===== src/design/mandel_pkg.sv =====
package mandel_pkg;

   localparam int VAL_W   = 40;
   localparam int COORD_W = 32;
   localparam int HALF_W  = 20;

   localparam logic signed [VAL_W-1:0] VAL_MAX      = 40'sh7F_FFFF_FFFF;
   localparam logic signed [VAL_W-1:0] VAL_MIN      = 40'sh80_0000_0000;
   localparam logic [VAL_W:0]          ESCAPE_LIMIT = 41'h001_0000_0000;

   localparam logic [7:0]  MAX_ITERATIONS_RESET = 8'd30;
   localparam logic [15:0] PALETTE_SCALE_RESET  = 16'd20;

   typedef enum logic [2:0] {
      REG_X_START        = 3'd0,
      REG_Y_START        = 3'd1,
      REG_X_STEP         = 3'd2,
      REG_Y_STEP         = 3'd3,
      REG_MAX_ITERATIONS = 3'd4,
      REG_PALETTE_SCALE  = 3'd5
   } reg_index_type;

   typedef enum logic [2:0] {
      BACK_IDLE,
      BACK_MUL,
      BACK_SUM,
      BACK_UPDATE,
      BACK_FINISH
   } back_state_type;

   typedef struct packed {
      logic signed [COORD_W-1:0] x_start;
      logic signed [COORD_W-1:0] y_start;
      logic signed [COORD_W-1:0] x_step;
      logic signed [COORD_W-1:0] y_step;
      logic [7:0]                max_iterations;
      logic [15:0]               palette_scale;
   } cfg_type;

   typedef struct packed {
      logic signed [VAL_W-1:0] cx;
      logic signed [VAL_W-1:0] cy;
   } queue_entry_type;

   // clamp a wide signed sum to the 40-bit internal range
   function automatic logic signed [VAL_W-1:0] sat40(input logic signed [63:0] v);
      logic signed [VAL_W-1:0] r;
      if (v > 64'(VAL_MAX)) begin
         r = VAL_MAX;
      end else if (v < 64'(VAL_MIN)) begin
         r = VAL_MIN;
      end else begin
         r = v[VAL_W-1:0];
      end
      return r;
   endfunction

   // join 20x20 partial products into the magnitude product shifted right by 28
   function automatic logic [52:0] combine_mag(input logic [39:0] hh,
                                               input logic [41:0] mid,
                                               input logic [39:0] ll);
      logic [62:0] low_sum;
      low_sum = 63'({mid, 20'b0}) + 63'(ll);
      return 53'({hh, 12'b0}) + 53'(low_sum[62:28]);
   endfunction

   function automatic logic signed [VAL_W-1:0] sat_pos(input logic [52:0] mag);
      logic signed [VAL_W-1:0] r;
      if (mag > 53'(VAL_MAX)) begin
         r = VAL_MAX;
      end else begin
         r = mag[VAL_W-1:0];
      end
      return r;
   endfunction

   function automatic logic signed [VAL_W-1:0] sat_neg(input logic [52:0] mag);
      logic signed [VAL_W-1:0] r;
      if (mag > 53'h80_0000_0000) begin
         r = VAL_MIN;
      end else begin
         r = 40'(53'd0 - mag);
      end
      return r;
   endfunction

endpackage


===== src/design/mandel_if.sv =====
interface mandel_req_if;
   logic       valid;
   logic       ready;
   logic [8:0] column;
   logic [8:0] row;

   modport source (output valid, output column, output row, input ready);
   modport sink (input valid, input column, input row, output ready);
endinterface



===== src/design/mandel_front.sv =====
module mandel_front (
   input  logic                         clock,
   input  logic                         reset,
   input  mandel_pkg::cfg_type          cfg,
   mandel_req_if.sink                   req_chan,
   input  logic                         q_full,
   output logic                         q_push,
   output mandel_pkg::queue_entry_type  q_entry
);
   import mandel_pkg::*;

   logic       valid_ff, valid_in;
   logic [8:0] col_ff, row_ff;
   logic       accept;

   logic signed [41:0] px, py;

   assign req_chan.ready = !valid_ff || !q_full;
   assign accept         = req_chan.valid && req_chan.ready;
   assign q_push         = valid_ff && !q_full;
   assign valid_in       = accept || (valid_ff && q_full);

   always_comb begin
      px = $signed({1'b0, col_ff}) * cfg.x_step;
      py = $signed({1'b0, row_ff}) * cfg.y_step;
      q_entry.cx = sat40(64'(px) + 64'(cfg.x_start));
      q_entry.cy = sat40(64'(py) + 64'(cfg.y_start));
   end

   always_ff @(posedge clock) begin
      if (reset) begin
         valid_ff <= 1'b0;
      end else begin
         valid_ff <= valid_in;
      end
   end

   always_ff @(posedge clock) begin
      if (accept) begin
         col_ff <= req_chan.column;
         row_ff <= req_chan.row;
      end
   end

endmodule


===== src/flat_wrapper.sv =====
// flat-port wrapper written by rule: the top's interface ports become plain ports
module mandel_front_flat import mandel_pkg::*;
  (clock, reset, cfg, q_full, q_push, q_entry, req_chan_valid, req_chan_column, req_chan_row, req_chan_ready);
  mandel_req_if req_chan_i ();
  input  logic clock;
  input  logic reset;
  input  mandel_pkg::cfg_type cfg;
  input  logic q_full;
  output logic q_push;
  output mandel_pkg::queue_entry_type q_entry;
  input wire logic [$bits(req_chan_i.valid)-1:0] req_chan_valid;
  input wire logic [$bits(req_chan_i.column)-1:0] req_chan_column;
  input wire logic [$bits(req_chan_i.row)-1:0] req_chan_row;
  output wire logic [$bits(req_chan_i.ready)-1:0] req_chan_ready;
  assign req_chan_i.valid = req_chan_valid;
  assign req_chan_i.column = req_chan_column;
  assign req_chan_i.row = req_chan_row;
  assign req_chan_ready = req_chan_i.ready;
  mandel_front u_core (.clock(clock), .reset(reset), .cfg(cfg), .req_chan(req_chan_i), .q_full(q_full), .q_push(q_push), .q_entry(q_entry));
endmodule

===== config.mk =====
export PLATFORM = sky130hd
export DESIGN_NAME = mandel_front_flat
export DESIGN_NICKNAME = d
export VERILOG_FILES = /design/src/design/mandel_pkg.sv /design/src/design/mandel_if.sv /design/src/design/mandel_front.sv /design/src/flat_wrapper.sv
export SDC_FILE = /design/constraint.sdc
export NUM_CORES = 2
export LEC_CHECK = 0
export ABC_AREA = 1
export BUFFER_PORTS_ARGS = -buffer_cell sky130_fd_sc_hd__buf_2
export CAP_MARGIN = 20
export CORE_UTILIZATION = 55
export CTS_CLUSTER_SIZE = 30
export DETAILED_ROUTE_END_ITERATION = 7
export MAX_ROUTING_LAYER = met4
export PLACE_DENSITY_LB_ADDON = 0.2
export SLEW_MARGIN = 5
export SYNTH_ARGS = -nofsm -noshare
export SYNTH_HDL_FRONTEND = slang
export SYNTH_SLANG_ARGS = --single-unit

===== constraint.sdc =====
create_clock -name clock -period 7.45 [get_ports clock]
set_clock_uncertainty 0.05 [all_clocks]
set_input_delay 1.1175 -clock clock [delete_from_list [all_inputs] [get_ports clock]]
set_output_delay 1.1175 -clock clock [all_outputs]
set_load 0.1 [all_outputs]

==> results.yml <==
setup_path:
  cp.arrival_ns: 6.32
  required_ns: 6.28
  cp_top_family: "adder cells"
  cp-startpoint: "cfg[87]"
  cp_max_fo: 8
  path_class: "input pin to primary output"
  cp.buffers_inverters: 9
  slowest_stage: "fa_2"
  path_common_cell: "fa_1"
  regToRegStartpoint: "u_core.valid_ff"
  crit_path_max_incr_delay_ns: 0.63
  end_kind: "primary output"
  r2r_setup_slack_ns: 5.90
  start_kind: "input pin"
cts:
  cts_buffers: 3
  hold_buffers: 0
  cts_buffer_depth: 2
  clk-insertion-delay-late_ns: 0.29
  htree_levels: 1
  root_buffer: "clkbuf_16"
  cts.sinks: 19
  clk_pin_slew_worst_paths_ns: 0.08
  cts_tree: "done"
sta:
  finalMaxSlewViolations: 0
  worst_pin_slew_ns: 0.9443
  slew_headroom: 0.3691
  fin_crit_ns: 7.489
  setup_viol: 16
  period_share: 1.005
  rsz0062_at_grt: "true"
  clock.fmax_mhz: 133.5
  final-hold-violation-count: 0
  setup_ws_ns: -0.03894
detailed_routing:
  drc_errors: 0
  wirelength_um: 77260
  wl_per_cell_um: 16.49
  first_pass_iters: 6
  vias: 23976
  drtIter0Drc: 1835
  ant_nets: 0
  via_per_inst: 5.117
min_path:
  hold_class: "flip-flop to flip-flop"
  hold_start: "u_core.valid_ff"
logic_synthesis:
  synth_nets: 4553
  yosys_warnings: 0
  ys_seq_area_frac: 0.02169
  ys_ff_latch: 19
  ys_types: 40
  syn_inst: 3639
  syn_avg_cell_area_um2: 7.101
  netlist_area_um2: 25840
cells_and_area:
  diodes: 0
  final_nets: 4994
  layout-drive-gt1-share: 0.2962
  area_growth_pct: 37.07
  finish.instance_area_um2: 35420
  fillers: 3167
  utilization: 0.7625
floorplan:
  initial_utilization: 0.5563
  std_cell_rows: 79
  core_um2: 46460
  die_w_um: 218.8
  ios: 256
  die_h_um: 218.8
  dieArea_um2: 47860
global_routing:
  overflow: 0
  antenna_found_initial: 0
  grt_pass1_vias: 24502
  grt_util_all_layers: 0.3250
  grt_pass1_wl_um: 119900
  grt_max_degree: 33
outcome:
  violations: "negative setup slack"
  status: "finished, violations left"
job:
  maxCapViolations: 0
place:
  gp_congestion: 0.9890
  dpl.hpwl_um: 59530
  place_area_um2: 31510
  port_buffers: 231
[layer usage]
layer / GRT usage / wire length (um) / vias up
met5: - / 0 / -
met4: 0.07338 / 2250 / 0
met3: 0.03243 / 5817 / 171
met2: 0.5293 / 37620 / 1026
met1: 0.4396 / 31570 / 11723
li1: - / - / 11056
[cell type report]
| type | count | area (um2) | area share |
|---|---|---|---|
| multi-input combinational | 2366 | 24000 | 0.6774 |
| timing repair buffer | 570 | 5812 | 0.1641 |
| inverter | 1120 | 4217 | 0.1190 |
| tap | 607 | 759.5 | 0.02144 |
| sequential | 19 | 560.5 | 0.01582 |
| clock buffer | 4 | 78.83 | 0.002225 |
[synth_stat cells, drive strengths merged]
cell / count / area, um2
a21boi: 1 / 7.510
a21o: 1 / 7.510
a21oi: 89 / 452.9
a31oi: 2 / 12.51
and2: 2 / 12.51
buf: 18 / 146.4
clkbuf: 116 / 435.4
clkinv: 3 / 11.26
dfxtp: 1 / 20.02
edfxtp: 18 / 540.5
fa: 552 / 11050
ha: 188 / 2352
inv: 1117 / 4193
nand2: 1175 / 4506
nand3: 59 / 300.3
nand3b: 3 / 22.52
nand4: 18 / 112.6
nor2: 138 / 585.6
nor3: 20 / 116.4
o2111ai: 1 / 8.760
o211ai: 1 / 7.510
o21a: 2 / 15.01
o21ai: 11 / 55.05
o21bai: 25 / 187.7
xnor2: 21 / 183.9
xor2: 57 / 499.2
[stage by stage]
stage               TNS [ns]  hold slack (ns)  instances  worst slack (ns)
global route          -11.31           0.5128       4686           -0.2484
floorplan             -2.035           0.8587       3639           -0.1007
global placement      -8.751           0.4701       4624           -0.1851
finish               -0.2622           0.4912       4686          -0.03894
detailed placement    -11.27           0.4744       4624           -0.2434
CTS                 -0.02311           0.4886       4644          -0.02117
[logic make-up after synthesis]
| group | share of synthesized area |
|---|---|
| adders and majority gates | 0.5186 |
| AOI/OAI and AO/OA | 0.02920 |
| DFF | 0.02169 |
| xor gates and xnor gates | 0.02644 |
| buffers and inverters | 0.1852 |
| and+or+nand+nor | 0.2188 |
[cells in the final DEF, fill, tap and decap left out, types with 58 or more instances in the layout]
master / Yosys / routed
buf_12: 1 / 111
buf_2: 8 / 98
buf_4: 1 / 290
fa_1: 552 / 532
ha_1: 188 / 120
ha_4: 0 / 68
inv_1: 1109 / 1070
nand2_1: 1137 / 844
nand2_2: 38 / 198
nand2_4: 0 / 97
nor2_1: 113 / 58
[repair_timing]
action                     in CTS  in global routing
setup buffers                  13                 37
cloned                          3                  7
setup endpoints to repair      78                 78
resized for setup             180                621
pin swaps                      37                339
[state kept, by name (all words and copies together), names as in the netlist]
| register | count |
|---|---|
| u_core.col_ff | 9 |
| u_core.valid_ff | 1 |
| u_core.row_ff | 9 |
[worst min-delay path, cell delays in order, from the launching register on]
cell and delay (ns):
dfxtp_1 0.35, nand2_1 0.09, a21oi_1 0.06
[final timing paths]
| kind | endpoint | cells after the start |
|---|---|---|
| setup / recovery | q_entry[68] | 27 |
| hold / removal | u_core.valid_ff | 2 |
| setup reg to reg | u_core.row_ff[5] | 1 |
| hold reg to reg | u_core.valid_ff | 2 |
Power is left out: the tool's default activity adds up to more than one toggle a clock period on the data nets, which glitch-free logic cannot reach.
