[src/design/mandel_pkg.sv]
package mandel_pkg;

   localparam int VAL_W   = 40;
   localparam int COORD_W = 32;
   localparam int HALF_W  = 20;

   localparam logic signed [VAL_W-1:0] VAL_MAX      = 40'sh7F_FFFF_FFFF;
   localparam logic signed [VAL_W-1:0] VAL_MIN      = 40'sh80_0000_0000;
   localparam logic [VAL_W:0]          ESCAPE_LIMIT = 41'h001_0000_0000;

   localparam logic [7:0]  MAX_ITERATIONS_RESET = 8'd30;
   localparam logic [15:0] PALETTE_SCALE_RESET  = 16'd20;

   typedef enum logic [2:0] {
      REG_X_START        = 3'd0,
      REG_Y_START        = 3'd1,
      REG_X_STEP         = 3'd2,
      REG_Y_STEP         = 3'd3,
      REG_MAX_ITERATIONS = 3'd4,
      REG_PALETTE_SCALE  = 3'd5
   } reg_index_type;

   typedef enum logic [2:0] {
      BACK_IDLE,
      BACK_MUL,
      BACK_SUM,
      BACK_UPDATE,
      BACK_FINISH
   } back_state_type;

   typedef struct packed {
      logic signed [COORD_W-1:0] x_start;
      logic signed [COORD_W-1:0] y_start;
      logic signed [COORD_W-1:0] x_step;
      logic signed [COORD_W-1:0] y_step;
      logic [7:0]                max_iterations;
      logic [15:0]               palette_scale;
   } cfg_type;

   typedef struct packed {
      logic signed [VAL_W-1:0] cx;
      logic signed [VAL_W-1:0] cy;
   } queue_entry_type;

   // clamp a wide signed sum to the 40-bit internal range
   function automatic logic signed [VAL_W-1:0] sat40(input logic signed [63:0] v);
      logic signed [VAL_W-1:0] r;
      if (v > 64'(VAL_MAX)) begin
         r = VAL_MAX;
      end else if (v < 64'(VAL_MIN)) begin
         r = VAL_MIN;
      end else begin
         r = v[VAL_W-1:0];
      end
      return r;
   endfunction

   // join 20x20 partial products into the magnitude product shifted right by 28
   function automatic logic [52:0] combine_mag(input logic [39:0] hh,
                                               input logic [41:0] mid,
                                               input logic [39:0] ll);
      logic [62:0] low_sum;
      low_sum = 63'({mid, 20'b0}) + 63'(ll);
      return 53'({hh, 12'b0}) + 53'(low_sum[62:28]);
   endfunction

   function automatic logic signed [VAL_W-1:0] sat_pos(input logic [52:0] mag);
      logic signed [VAL_W-1:0] r;
      if (mag > 53'(VAL_MAX)) begin
         r = VAL_MAX;
      end else begin
         r = mag[VAL_W-1:0];
      end
      return r;
   endfunction

   function automatic logic signed [VAL_W-1:0] sat_neg(input logic [52:0] mag);
      logic signed [VAL_W-1:0] r;
      if (mag > 53'h80_0000_0000) begin
         r = VAL_MIN;
      end else begin
         r = 40'(53'd0 - mag);
      end
      return r;
   endfunction

endpackage

[src/design/mandel_queue.sv]
module mandel_queue #(
   parameter int DEPTH = 2
) (
   input  logic                         clock,
   input  logic                         reset,
   input  logic                         push,
   input  mandel_pkg::queue_entry_type  push_entry,
   output logic                         full,
   input  logic                         pop,
   output mandel_pkg::queue_entry_type  pop_entry,
   output logic                         empty
);
   import mandel_pkg::*;

   localparam int PTR_W = (DEPTH > 1) ? $clog2(DEPTH) : 1;
   localparam int CNT_W = $clog2(DEPTH + 1);

   queue_entry_type mem [DEPTH];

   logic [PTR_W-1:0] wr_ptr_ff, wr_ptr_in;
   logic [PTR_W-1:0] rd_ptr_ff, rd_ptr_in;
   logic [CNT_W-1:0] count_ff, count_in;

   assign full      = (count_ff == CNT_W'(DEPTH));
   assign empty     = (count_ff == '0);
   assign pop_entry = mem[rd_ptr_ff];

   always_comb begin
      wr_ptr_in = wr_ptr_ff;
      rd_ptr_in = rd_ptr_ff;
      count_in  = count_ff;
      if (push) begin
         wr_ptr_in = (wr_ptr_ff == PTR_W'(DEPTH - 1)) ? '0 : wr_ptr_ff + 1'b1;
      end
      if (pop) begin
         rd_ptr_in = (rd_ptr_ff == PTR_W'(DEPTH - 1)) ? '0 : rd_ptr_ff + 1'b1;
      end
      if (push && !pop) begin
         count_in = count_ff + 1'b1;
      end else if (pop && !push) begin
         count_in = count_ff - 1'b1;
      end
   end

   always_ff @(posedge clock) begin
      if (reset) begin
         wr_ptr_ff <= '0;
         rd_ptr_ff <= '0;
         count_ff  <= '0;
      end else begin
         wr_ptr_ff <= wr_ptr_in;
         rd_ptr_ff <= rd_ptr_in;
         count_ff  <= count_in;
      end
   end

   always_ff @(posedge clock) begin
      if (push) begin
         mem[wr_ptr_ff] <= push_entry;
      end
   end

   a_no_overflow: assert property (@(posedge clock) disable iff (reset)
      push |-> (count_ff < CNT_W'(DEPTH)) || pop)
      else $error("queue push while full");

   a_no_underflow: assert property (@(posedge clock) disable iff (reset)
      pop |-> count_ff != '0)
      else $error("queue pop while empty");

endmodule

[config.mk]
export PLATFORM = sky130hd
export DESIGN_NAME = mandel_queue
export DESIGN_NICKNAME = d
export VERILOG_FILES = /design/src/design/mandel_pkg.sv /design/src/design/mandel_queue.sv
export SDC_FILE = /design/constraint.sdc
export NUM_CORES = 1
export LEC_CHECK = 0
export BUFFER_PORTS_ARGS = -buffer_cell sky130_fd_sc_hd__buf_2
export CAP_MARGIN = 20
export CORE_MARGIN = 1.5
export CORE_UTILIZATION = 30
export DETAILED_ROUTE_END_ITERATION = 6
export PLACE_DENSITY_LB_ADDON = 0.3
export SLEW_MARGIN = 20
export SYNTH_ARGS = -nofsm -noshare
export SYNTH_HDL_FRONTEND = slang
export SYNTH_SLANG_ARGS = --single-unit
[constraint.sdc]
create_clock -name clock -period 6.13 [get_ports clock]
set_clock_uncertainty 0.15 [all_clocks]
set_input_delay 1.226 -clock clock [delete_from_list [all_inputs] [get_ports clock]]
set_output_delay 1.226 -clock clock [all_outputs]
set_load 0.005 [all_outputs]
==> results.toml, run 1 <==
[logic_synthesis]
synth_area_leaders = "edfxtp_1 (80%), mux2_2 (15%), dfxtp_1 (1.7%)"
synth_top_area_frac = 0.800
synthDistinctLibCells = 16
syn_avg_cell_area_sq_um = 22.2
ys_ff_latch = 165
yosys.area.top_type = "edfxtp_1"
seq_area_frac_synth = 0.816
mappedNetlistNets = 356
yosysWarnings = 0
synth_area_sq_um = 6010
synthCells = 271

[worst_setup_path]
worst_path_max_delay_cell = "dfxtp_4"
critPathKind = "flop to output port"
critPathArrivalTime_ns = 1.98
critPathMaxStageDelay_ns = 0.71
startpoint_type = "flop"
end_kind = "output port"
path_max_fanout = 41
required_ns = 4.75
path_cells = "buf_12 > mux2_2 > buf_2"

[routing]
drcViolationCount = 0
vias_per_cell = 4.20
drtIter0Drc = 88
via_count = 3052
totalWireLength_um = 11000
detail-route-antenna-nets = 0
wl_per_cell_um = 15.1
drt_pass1_iterations = 4

[cts]
postCtsSetupRepairBufs = 0
clock_path_buffers = 2
cts_resized = 0
htree_levels = 4
root_buffer = "clkbuf_16"
cts_hold_buf = 0
cts_tree = "built"
path_clk_slew_ns = 0.06
clkSinkCount = 165
cts-buffers-inserted = 17
clk_latency_ns = 0.41

[sta]
min_period_ns = 3.35
setup_tns_ns = 0
drv_slew = 0
fmax_mhz = 298
fin_hold_ws_ns = 0.365
period_share = 0.547
finalSetupViolCount = 0
grt_setup_unrepaired = "false"
hold_viol_final = 0
tightest_slew_ns = 0.781
slew_headroom = 0.480

[cells_and_area]
final_common_cell = "buf_2"
fin_nets = 534
insertedDiodeCount = 0
drive_gt1_frac = 0.606
finalNonFillerCells = 727
fin_area_sq_um = 7750
layout_common_cells = "buf_2 (165), edfxtp_1 (160), mux2_2 (80)"
final_core_util = 0.397
area_delta_synth_final_pct = 29.0
final.fill_count = 1860

[hold_path]
hold_path_class = "flop to flop"

[global_route]
grt_usage = 0.107
grt_start_max_net_pins = 81
antenna_found_initial = 0
gr-total-overflow = 0
grt_pass1_wl_um = 16300
grt.busiest_layer = "met2"
grtUsageMet1 = 0.115
use_met3 = 0.0414
grtUsageMet2 = 0.187
grt_pass1_vias = 3231

[placed_design]
dp.cells = 693
postPlaceCellArea_sq_um = 7090
place_hpwl_um = 6880
finalWeightedCongestion = 0.656
port_buffers = 165

[floorplanning]
start_util = 0.308
fp.dieH_um = 145
num_rows = 51
ios = 166
fp.dieArea_sq_um = 20900
die_w_um = 145
core-area_sq_um = 19500

[flow_run]
max_cap_viol_count = 0

[pwr]
internal_power_w = 0.00212
combPwrFrac = 0.087
powerDensity_nw_per_um2 = 345
power.share.clock = 0.411
switchingPower_w = 0.000554
swShare = 0.207
seqPwrFrac = 0.501
vdd_ir_drop_max_uv = 179
p_leak_nw = 2.87

[outcome]
status = "finished clean"
==> Yosys cell counts <==
| cell type | n |
|---|---|
| and2_1 | 1 |
| mux2_2 | 80 |
| xnor2_1 | 2 |
| o21ai_0 | 1 |
| nor2b_1 | 1 |
| a21oi_1 | 1 |
| nor2_1 | 5 |
| inv_1 | 1 |
| dfxtp_1 | 5 |
| ha_1 | 1 |
| buf_2 | 1 |
| or3_1 | 1 |
| xor2_1 | 2 |
| buf_6 | 8 |
| and2b_2 | 1 |
| edfxtp_1 | 160 |
==> worst paths after layout <==
check | start | endpoint | slack (ns) | cells after the start
min reg2reg | rd_ptr_ff$_SDFFE_PP0P_ | rd_ptr_ff$_SDFFE_PP0P_ | 0.37 | 2
max reg2reg | wr_ptr_ff$_SDFFE_PP0P_ | mem[1][26]$_DFFE_PP_ | 4.35 | 2
min | rd_ptr_ff$_SDFFE_PP0P_ | rd_ptr_ff$_SDFFE_PP0P_ | 0.37 | 2
max | flop | pop_entry[55] | 2.78 | 3
==> sequential cells by signal, indices dropped and copies added, names as in the netlist, named ones only <==
register / cells
count_ff: 2
mem: 160
rd_ptr_ff: 1
wr_ptr_ff: 1
==> layout make-up <==
class | count | area (sq um) | area share
clock buffer | 19 | 433 | 0.0559
clock inverter | 13 | 180 | 0.0233
inverter | 1 | 3.75 | 0.000484
multi-input combinational | 96 | 1010 | 0.131
sequential | 165 | 4910 | 0.633
tap | 265 | 332 | 0.0428
timing repair buffer | 168 | 877 | 0.113
==> power by group through the flow <==
stage	combinational (W)	sequential (W)	clock, W
after detailed placement	0.000224	0.00138	0
after global placement	0.000220	0.00138	0
after floorplan	0.000137	0.00136	0
after CTS	0.000225	0.00136	0.00113
after global routing	0.000257	0.00135	0.00118
final	0.000233	0.00134	0.00110
==> routing by layer <==
layer	up-vias	routed length, um
met5	-	0
met4	0	187
met3	18	840
met2	111	5510
met1	1496	4470
li1	1427	-
==> metrics by stage <==
step / worst slack, ns / power, W
final: 2.78 / 0.00268
after global routing: 2.65 / 0.00279
after CTS: 2.58 / 0.00272
after detailed placement: 3.04 / 0.00160
after global placement: 3.08 / 0.00160
after floorplan: 0.728 / 0.00149
==> cells by family (layout without fill, tap and decap cells) <==
family / after synthesis / count (layout) / synth area share
xor+xnor: 4 / 4 / 0.00583
flops: 165 / 165 / 0.816
simple gates: 9 / 9 / 0.00771
fa+ha+maj: 1 / 1 / 0.00208
compound gates: 2 / 2 / 0.00166
buf+inv: 10 / 201 / 0.0165
mux: 80 / 80 / 0.150
==> worst max-delay path: cells and delay by family (launching register included) <==
family | cells | cell delay (ns)
buffers and inverters | 2 | 0.42
DFF | 1 | 0.71
muxes | 1 | 0.38
Power figures use the tool's default switching activity.
==> run 2: changes to the inputs <==
--- a/config.mk
+++ b/config.mk
@@ -5,6 +5,7 @@
 export SDC_FILE = /design/constraint.sdc
 export NUM_CORES = 1
 export LEC_CHECK = 0
+export ABC_AREA = 1
 export BUFFER_PORTS_ARGS = -buffer_cell sky130_fd_sc_hd__buf_2
 export CAP_MARGIN = 20
 export CORE_MARGIN = 1.5
==> constraint.sdc (replaced) <==
create_clock -name clock -period 3.3 [get_ports clock]
set_clock_uncertainty 0.15 [all_clocks]
set_input_delay 0.66 -clock clock [delete_from_list [all_inputs] [get_ports clock]]
set_output_delay 0.66 -clock clock [all_outputs]
set_load 0.005 [all_outputs]
==> run 2 against run 1 <==
  * Global-route usage hardly changed
  * First-iteration DRC count grew 8.0%
  * Sequential share of layout area shrank 2.2 points
  * Utilization down 1.4 points
  * Wire length grew 7.1%
  * Via count up 0.92%
  * Critical path type unchanged
  * Largest power group unchanged
==> results.toml, run 2 <==
[logic_synthesis]
synthCells = 282
syn_avg_cell_area_sq_um = 22.7
seq_area_frac_synth = 0.766
async_flop_share = 0
synth_edf_count = 160
synth_most_common_cell = "edfxtp_1"
synth_area_sq_um = 6400
ys_ff_latch = 165
synthFlopType = "edfxtp_1"
synth_common_cells = "edfxtp_1 (160), mux2_4 (80), inv_1 (9), buf_12 (8), nor2_1 (7)"
mappedNetlistNets = 367
synth_area_leaders = "edfxtp_1 (75%), mux2_4 (19%), buf_12 (2.5%)"
synthDistinctLibCells = 15
yosys.area.top_type = "edfxtp_1"
yosysWarnings = 0
synth_top_area_frac = 0.750

[floorplanning]
num_rows = 53
start_util = 0.306
core-area_sq_um = 21000
fp.dieArea_sq_um = 22200
ios = 166
fp.dieH_um = 149
die_w_um = 149

[cells_and_area]
area_delta_synth_final_pct = 25.3
multiInputGateArea_sq_um = 1300
regMostFlops = "mem"
final_common_cell = "buf_2"
final.fill_count = 2013
largest_register_ffs = 160
layout_common_cells = "buf_2 (165), edfxtp_1 (160), mux2_4 (80)"
drive_gt1_frac = 0.595
fin_nets = 548
top_regs = "mem: 160 flops, count_ff: 2 flops"
seq_area_sq_um = 4910

[worst_setup_path]
startpoint_type = "flop"
end_kind = "output port"
path_max_fanout = 20
critPathArrivalTime_ns = 1.92
required_ns = 2.49
critPathKind = "flop to output port"

[routing]
totalWireLength_um = 11800
via_count = 3080
detail-route-antenna-nets = 0
wl_per_cell_um = 15.7
vias_per_cell = 4.11
drcViolationCount = 0
drt_pass1_iterations = 4
drtIter0Drc = 95

[placed_design]
dp_slack_ns = 0.967
port_buffers = 165
place_hpwl_um = 7920
finalWeightedCongestion = 0.677

[global_route]
grt_pass1_wl_um = 17400
antenna_found_initial = 1
gr-total-overflow = 0
grt_start_max_net_pins = 49
grt_pass1_vias = 3346
grt_usage = 0.108

[sta]
min_period_ns = 2.73
tightest_slew_ns = 0.698
hold_viol_final = 0
slew_headroom = 0.535
drv_slew = 0
grt_setup_unrepaired = "false"
setup_tns_ns = 0
period_share = 0.827
fmax_mhz = 367
finalSetupViolCount = 0
setup_ws_ns = 0.572

[pwr]
power_w = 0.00476
powerDensity_nw_per_um2 = 594
vdd_ir_drop_max_uv = 324
p_leak_nw = 3.17

[hold_path]
hold_path_class = "input pin to flop"

[cts]
clkSinkCount = 165
cts-buffers-inserted = 17
cts_resized = 0
postCtsSetupRepairBufs = 0
cts_hold_buf = 0
clock_path_buffers = 2
clk_latency_ns = 0.41
cts_tree = "built"
root_buffer = "clkbuf_16"
htree_levels = 4
path_clk_slew_ns = 0.06

[outcome]
status = "finished clean"

[flow_run]
max_cap_viol_count = 0
[run 2: cell count changes after synthesis, moves of 5 or more]
cell / change
nand2_1: +5
buf_6: -7
buf_12: +8
inv_1: +8
mux2_4: +80
mux2_2: -80
[run 2: kinds of logic (layout without fill, tap and decap cells)]
| family | count (synthesis) | after routing | synth area share |
|---|---|---|---|
| buffers and inverters | 18 | 210 | 0.0320 |
| other | 0 | 1 | 0 |
| and+or+nand+nor | 15 | 15 | 0.00957 |
| xor gates and xnor gates | 1 | 1 | 0.00137 |
| DFF | 165 | 165 | 0.766 |
| muxes | 80 | 80 | 0.188 |
| adders and majority gates | 1 | 1 | 0.00195 |
| AOI/OAI and AO/OA | 2 | 2 | 0.00156 |
[run 2: power breakdown]
group | internal (W) | switching [W] | total [W]
clock network | 0.00103 | 0.000776 | 0.00180
logic | 0.000282 | 0.000214 | 0.000496
registers | 0.00243 | 0.0000429 | 0.00247
total | 0.00373 | 0.00103 | 0.00476
[run 2: metal layers]
layer  routed length [um]  vias up  global-route usage  part of all wire
li1                     -     1458                   -                 -
met1                 4600     1499               0.115              0.39
met2                 6250      105               0.189              0.53
met3                  746       18              0.0413             0.063
met4                  193        0              0.0460             0.016
met5                    0        -                   0                 0
[run 2: worst paths after layout]
check,start,endpoint,slack (ns),depth (start not counted)
max,flop,pop_entry[67],0.57,3
min,push_entry[14],mem[1][14]$_DFFE_PP_,0.28,1
max reg2reg,wr_ptr_ff$_SDFFE_PP0P_,mem[1][41]$_DFFE_PP_,1.56,3
min reg2reg,rd_ptr_ff$_SDFFE_PP0P_,rd_ptr_ff$_SDFFE_PP0P_,0.38,2
[run 2: layout make-up]
type | instances | area share
Timing Repair Buffer | 171 | 0.112
Multi-Input combinational cell | 99 | 0.162
Sequential cell | 165 | 0.612
Tap cell | 275 | 0.0429
Clock inverter | 13 | 0.0137
Clock buffer | 17 | 0.0530
Inverter | 9 | 0.00437
Antenna cell | 1 | 0.000312
[run 2: critical path, stage by stage, from the launching register on]
cell,delay (ns)
dfxtp_4,0.60
buf_4,0.42
mux2_4,0.34
buf_2,0.13
[run 2: per-stage QoR]
| stage | cell area [sq um] | utilization | instances | hold WS (ns) |
|---|---|---|---|---|
| 2_1_floorplan | 6410 | - | 282 | 0.330 |
| 3_5_place_dp | 7480 | 0.357 | 719 | 0.364 |
| 4_1_cts | 8020 | 0.383 | 749 | 0.251 |
| 5_1_grt | 8020 | 0.383 | 749 | 0.253 |
| 6_report | 8020 | 0.383 | 750 | 0.283 |
| 3_3_place_gp | 7480 | 0.357 | 719 | 0.342 |
